### config.mk
export PLATFORM = sky130hd
export DESIGN_NAME = swmec_div
export DESIGN_NICKNAME = d
export VERILOG_FILES = /design/src/rtl/swmec_pkg.sv /design/src/rtl/swmec_div.sv
export SDC_FILE = /design/constraint.sdc
export NUM_CORES = 1
export LEC_CHECK = 0
export BUFFER_PORTS_ARGS = -buffer_cell sky130_fd_sc_hd__clkbuf_2
export CORE_MARGIN = 5
export CORE_UTILIZATION = 47
export DETAILED_ROUTE_END_ITERATION = 7
export GPL_ROUTABILITY_DRIVEN = 0
export PLACE_DENSITY = 0.88
export SLEW_MARGIN = 40
export SYNTH_ARGS = -nofsm -noshare
export SYNTH_HDL_FRONTEND = slang
export SYNTH_SLANG_ARGS = --single-unit
### constraint.sdc
create_clock -name i_clk -period 1.8 [get_ports i_clk]
set_input_delay 0.36 -clock i_clk [delete_from_list [all_inputs] [get_ports i_clk]]
set_output_delay 0.36 -clock i_clk [all_outputs]
set_load 0.03 [all_outputs]
### src/rtl/swmec_pkg.sv
// ----------------------------------------------------------------------------
// swmec_pkg: shared types for the slice window mean block
// Item types of both channels and the request/response of the divider.
// ----------------------------------------------------------------------------
package swmec_pkg;

    localparam int DIV_W = 20;   // dividend width of the shared divider
    localparam int CW    = 8;    // width of window counts and divisors

    // configuration register indexes
    localparam logic [1:0] REG_HALF_SPAN = 2'd0;
    localparam logic [1:0] REG_SKIP      = 2'd1;
    localparam logic [1:0] REG_ENDS      = 2'd2;
    localparam logic [1:0] REG_PIXELS    = 2'd3;

    // input commands
    localparam logic CMD_PIXEL = 1'b0;
    localparam logic CMD_FLUSH = 1'b1;

    typedef struct packed {
        logic       command;
        logic [7:0] pixel_value;
    } t_in_item;

    typedef struct packed {
        logic [15:0] slice_index;
        logic [19:0] pixel_index;
        logic [7:0]  mean_value;
        logic [13:0] window_sum;
        logic [5:0]  summed_count;
        logic        last_of_run;
    } t_out_item;

    typedef struct packed {
        logic             start;
        logic [DIV_W-1:0] dividend;
        logic [CW-1:0]    divisor;
    } t_div_req;

    typedef struct packed {
        logic             done;
        logic [DIV_W-1:0] quot;
        logic [CW-1:0]    rem;
    } t_div_rsp;

endpackage

### src/rtl/swmec_div.sv
// ----------------------------------------------------------------------------
// swmec_div: iterative restoring divider
// One quotient bit per cycle; done pulses once with quotient and remainder.
// ----------------------------------------------------------------------------
module swmec_div
    import swmec_pkg::*;
(
    input  logic     i_clk,
    input  logic     i_rst_n,
    input  t_div_req i_req,
    output t_div_rsp o_rsp
);

    localparam int NW = $clog2(DIV_W + 1);

    logic             r_busy;
    logic             r_done;
    logic [NW-1:0]    r_cnt;
    logic [DIV_W-1:0] r_quo;
    logic [CW:0]      r_rem;
    logic [CW-1:0]    r_dvs;
    logic [CW:0]      shifted;
    logic             fits;

    always_comb begin
        shifted = {r_rem[CW-1:0], r_quo[DIV_W-1]};
        fits    = shifted >= {1'b0, r_dvs};
    end

    always_ff @(posedge i_clk) begin
        if (!i_rst_n) begin
            r_busy <= 1'b0;
            r_done <= 1'b0;
            r_cnt  <= '0;
        end else begin
            r_done <= r_busy && !i_req.start && (r_cnt == NW'(1));
            if (i_req.start) begin
                r_busy <= 1'b1;
                r_cnt  <= NW'(DIV_W);
                r_quo  <= i_req.dividend;
                r_rem  <= '0;
                r_dvs  <= i_req.divisor;
            end else if (r_busy) begin
                // shift in the next dividend bit, subtract when it fits
                r_rem <= fits ? shifted - {1'b0, r_dvs} : shifted;
                r_quo <= {r_quo[DIV_W-2:0], fits};
                r_cnt <= r_cnt - 1'b1;
                if (r_cnt == NW'(1)) begin
                    r_busy <= 1'b0;
                end
            end
        end
    end

    assign o_rsp.done = r_done;
    assign o_rsp.quot = r_quo;
    assign o_rsp.rem  = r_rem[CW-1:0];

endmodule

# Word level (Yosys, flattened, before mapping)
# Cells that the tools add are included.
# totals
register_bits	43
latchBits	0
ramBits	0
romBits	0
wordCells	28
n_memories	0
# op_classes
addsub	2
n_mul	0
n_div	0
n_lt_le_gt_ge	1
eq_ne	1
n_shift	0
muxes	9
bitwise_logic	1
reduce_logical	7
# op_table
cell	n
20-bit 2-to-1 mux	2
8-bit 2-to-1 mux	2
5-bit 2-to-1 mux	2
9-bit by 8-bit >= comparator with 1-bit output	1
8-bit subtractor	1
5-bit by 1-bit equality test with 1-bit output (second input constant)	1
5-bit by 1-bit subtractor with 5-bit output (second input constant)	1
2-bit AND reduction	2
1-bit 2-to-1 mux	3
1-bit logical AND	2
2-bit nonzero test	1
2-bit OR reduction	1
1-bit zero test	1
1-bit NOT	1

# Logic depth before layout (Yosys ltp)
# logic_depth
ltp_word	4
depth_mapped	8

# Worst setup path after synthesis
# Ideal clock, no wire load.
# synth_path
path_type	reg2reg
start	register r_quo[19]
end	register r_rem[6] (data pin)
setup_time_ns	0.152
arrival_ns	2.007
required_ns	1.648
slack_ns	-0.358
path_stages_with_launch	9
n_path_buf	0
period_less_slack_ns	2.158
path_cell_list	edfxtp_1 -> inv_1 -> ha_1 -> fa_1 -> nor2b_1 -> o31a_1 -> o22ai_1 -> or3_1 -> a31oi_1
# synth_between
elab_chain_len	3
elab_cells_between_ends	4
cone_classes	add/sub (1); order compare (1); mux (2)
# synth_rtl
element	line_no	text
start: declaration	swmec_div.sv:19	logic [DIV_W-1:0] r_quo;
start signal: assignment	swmec_div.sv:40	r_quo <= i_req.dividend;
start signal: assignment	swmec_div.sv:46	r_quo <= {r_quo[DIV_W-2:0], fits};
8-bit subtractor / 9-bit by 8-bit >= comparator with 1-bit output (equally long branches)	swmec_div.sv:45, swmec_div.sv:27	
8-bit 2-to-1 mux *	swmec_div.sv:45	r_rem <= fits ? shifted - {1'b0, r_dvs} : shifted;
8-bit 2-to-1 mux *	swmec_div.sv:43	end else if (r_busy) begin
end signal: assignment	swmec_div.sv:45	
end: declaration	swmec_div.sv:20	logic [CW:0] r_rem;
# Mark *: on every way between the ends. The rest lies on a longest branch, timed or not. The select of a mux whose other input is x is not followed.
# A chain may end at the register's enable or synchronous reset.

# Worst setup path in the final report
# layout_path
start	register r_rem[2]
end	register r_rem[6] (data pin)
# layout_between
elab_chain_len	3
elab_cells_between_ends	4
cone_classes	add/sub (1); order compare (1); mux (2)
# layout_rtl
element	line_no
8-bit subtractor / 9-bit by 8-bit >= comparator with 1-bit output (equally long branches)	swmec_div.sv:45, swmec_div.sv:27
8-bit 2-to-1 mux *	swmec_div.sv:45
8-bit 2-to-1 mux *	swmec_div.sv:43
# Marked as above.

==> impl_metrics.py <==
metrics = {
    "timing": {
        "max_slew_margin_pct": 70.74,
        "finalSetupViolCount": 9,
        "finalClockSkew_ns": 0.006867,
        "worstMarginPinSlew_ns": 0.4389,
        "rsz0062_at_grt": "true",
        "setup_slack_ns": -0.1764,
        "finalMaxSlewViolations": 0,
        "hold_slack_ns": 0.2427,
        "fin_crit_sh_pct": 109.8,
        "clock.fmax_mhz": 506.0,
        "hold_viol": 0,
        "fin_crit_ns": 1.976,
    },
    "logic_synthesis": {
        "avgSynthCellArea_um2": 13.45,
        "yosysTopAreaCell": "edfxtp_1",
        "yosysWarnings": 0,
        "synth-seq-area-share_pct": 55.02,
        "synth.top_cell.area_share_pct": 48.70,
        "ys_async_sr_fraction_pct": 0,
        "synth_edf_count": 36,
        "synthFlopType": "edfxtp_1",
        "synth_area_um2": 2220,
        "syn-num-nets": 207,
        "synth_area_leaders": "edfxtp_1 (49%), mux2_2 (10%), dfxtp_1 (6.3%), ha_1 (5.6%), inv_1 (1.9%)",
        "syn_inst": 165,
        "yosysUniqueCellTypes": 46,
        "synth-seq-cells": 43,
    },
    "route": {
        "drt_drc_violations_left": 0,
        "vias": 1681,
        "drt_iter0_drc": 100,
        "ant_nets": 0,
        "first_pass_iters": 4,
        "viasPerCell": 5.320,
        "wire_per_inst_um": 16.73,
        "wirelength_um": 5288,
    },
    "setup_path": {
        "reg2regPathDepth": 7,
        "crit_type": "reg -> reg",
        "critical_path_arrival_ns": 2.02,
        "critPathCaptureType": "flip-flop",
        "critPathMaxFanout": 5,
        "r2r_start": "r_rem[2]",
        "worstPathRequired_ns": 1.84,
        "regToRegSetupSlack_ns": -0.18,
        "startpoint_type": "flip-flop",
        "startpoint": "r_rem[2]",
        "reg2reg_to": "r_rem[6]",
    },
    "cts": {
        "cts_max_level": 2,
        "cts_max_path_buffers": 2,
        "root_buffer": "clkbuf_8",
        "tritoncts": "done",
        "clock_sinks": 43,
        "numCtsBuffers": 5,
        "clk_latency_ns": 0.29,
        "holdBufCountCts": 0,
        "clkSlewWorstSetupHoldPaths_ns": 0.08,
    },
    "floorplanning": {
        "start_util_pct": 47.62,
        "rows": 25,
        "fp.dieH_um": 78.72,
        "ios": 60,
        "core_area_um2": 4661,
        "die_x_um": 78.72,
        "dieArea_um2": 6197,
    },
    "place": {
        "io_buffer_count": 59,
        "place_hpwl_um": 3683,
    },
    "power_and_ir_drop": {
        "power_density_nw_per_um2": 913.7,
        "finalPower_mw": 2.899,
        "intPower_mw": 2.108,
        "combPwrFrac_pct": 27.8,
        "p_clk_share_pct": 30.1,
        "pwr-share-seq_pct": 42.1,
        "p_sw_mw": 0.7911,
        "peakVddDrop_mv": 0.5806,
        "p_sw_share_pct": 27.29,
        "p_leak_nw": 1.291,
    },
    "cells_and_area": {
        "fill_cells": 322,
        "nets": 303,
        "drive_gt1_share_pct": 61.07,
        "area_growth_pct": 42.95,
        "n_antenna_cell": 0,
    },
    "global_routing": {
        "grt_pass1_vias": 1693,
        "grt_pass1_wl_um": 8038,
        "antenna_found_initial": 0,
        "track_usage_pct": 16.52,
        "grt_overflow_total": 0,
        "grt_max_degree": 19,
    },
    "outcome": {
        "violations": "setup timing",
        "status": "finished with violations",
    },
    "min_path": {
        "min_to": "r_dvs[2]",
        "min_path_cells": 1,
        "hold_path_class": "in -> reg",
        "hp-start": "i_req[2]",
    },
    "run": {
        "drv_cap": 0,
    },
}
logic make-up after synthesis:
| family | after synthesis | share of synthesized area [%] |
|---|---|---|
| buffers and inverters | 17 | 4.059 |
| AOI/OAI and AO/OA | 35 | 12.74 |
| xor gates and xnor gates | 5 | 1.973 |
| muxes | 20 | 10.15 |
| DFF | 43 | 55.02 |
| adders and majority gates | 11 | 6.539 |
| and+or+nand+nor | 34 | 9.527 |
worst max path at each step:
| stage | slack (ns) | depth (start not counted) | to |
|---|---|---|---|
| floorplan | -0.26 | 8 | r_rem[6] |
| global placement | -0.11 | 7 | r_rem[6] |
| detailed placement | -0.16 | 7 | r_rem[6] |
| CTS | -0.14 | 7 | r_rem[6] |
| global route | -0.25 | 7 | r_rem[6] |
| finish | -0.18 | 7 | r_rem[6] |
power groups by stage:
stage          clock network, mW  registers (mW)  logic, mW
3_3_place_gp                   0            1.24      0.692
3_5_place_dp                   0            1.24      0.716
5_1_grt                    0.945            1.23      0.867
4_1_cts                    0.885            1.22      0.736
6_report                   0.873            1.22      0.807
2_1_floorplan                  0            1.33      0.377
state kept, by name, summed over array words and instances (netlist names):
signal / count
r_quo: 20
r_cnt: 5
r_done: 1
r_rem: 8
r_dvs: 8
r_busy: 1
layout make-up:
class	count	area (um2)	area share (%)
Clock buffer	6	72.57	2.287
Clock inverter	2	60.06	1.893
Inverter	11	41.29	1.301
Multi-Input combinational cell	105	1101	34.70
Sequential cell	43	1221	38.49
Tap cell	54	67.56	2.129
Timing Repair Buffer	95	609.3	19.20
layer usage:
metal / up-vias / global-route usage [%] / wire length [um]
li1: 816 / - / -
met1: 814 / 21.85 / 2283
met2: 45 / 27.33 / 2728
met3: 6 / 3.175 / 240
met4: 0 / 5.420 / 34
met5: - / 0 / 0
cells in the final DEF (no fill, tap or decap), types with 3 or more instances in the layout:
master    count
clkbuf_2     59
edfxtp_1     36
buf_4        29
mux2_2       20
inv_1         8
dfxtp_1       7
a21oi_1       6
ha_4          6
o21a_1        5
nand3_1       5
clkbuf_8      5
buf_6         5
nor2_1        4
xnor2_1       4
inv_2         3
o21ai_0       3
stage by stage:
stage | instance area (um2) | setup TNS [ns] | setup WS, ns | util [%] | std cells
final | 3173 | -1.184 | -0.1764 | 68.08 | 316
after global routing | 3173 | -1.725 | -0.2503 | 68.08 | 316
after CTS | 3064 | -0.5382 | -0.1351 | 65.75 | 311
after detailed placement | 2914 | -0.7015 | -0.1593 | 62.52 | 303
after global placement | 2914 | -0.3158 | -0.1054 | 62.52 | 303
after floorplan | 2342 | -1.210 | -0.2644 | - | 165
cells in the mapped netlist (2+ instances only):
master / instances
edfxtp_1: 36
mux2_2: 20
inv_1: 11
ha_1: 10
a21oi_1: 7
dfxtp_1: 7
nand3_1: 6
nor2_1: 5
o21a_1: 5
o21ai_0: 5
nor3_1: 4
xnor2_1: 4
a211oi_1: 3
buf_2: 2
clkbuf_8: 2
nand2_1: 2
nand2b_1: 2
nor2b_1: 2
nor4_1: 2
o211ai_1: 2
o22ai_1: 2
or3_1: 2
worst max-delay path, stage by stage, from the launching register on:
cell      delay, ns
edfxtp_1       0.44
ha_4           0.28
a21o_1         0.19
a21oi_4        0.25
a31oi_4        0.15
buf_6          0.15
o211ai_1       0.17
a31oi_1        0.10
repair_timing:
| action | in CTS | in global routing |
|---|---|---|
| buffers inserted | 0 | 5 |
| setup endpoints to repair | 9 | 9 |
| resized for setup | 6 | 17 |
| pin swaps | 8 | 10 |
Power figures use the tool's default switching activity.
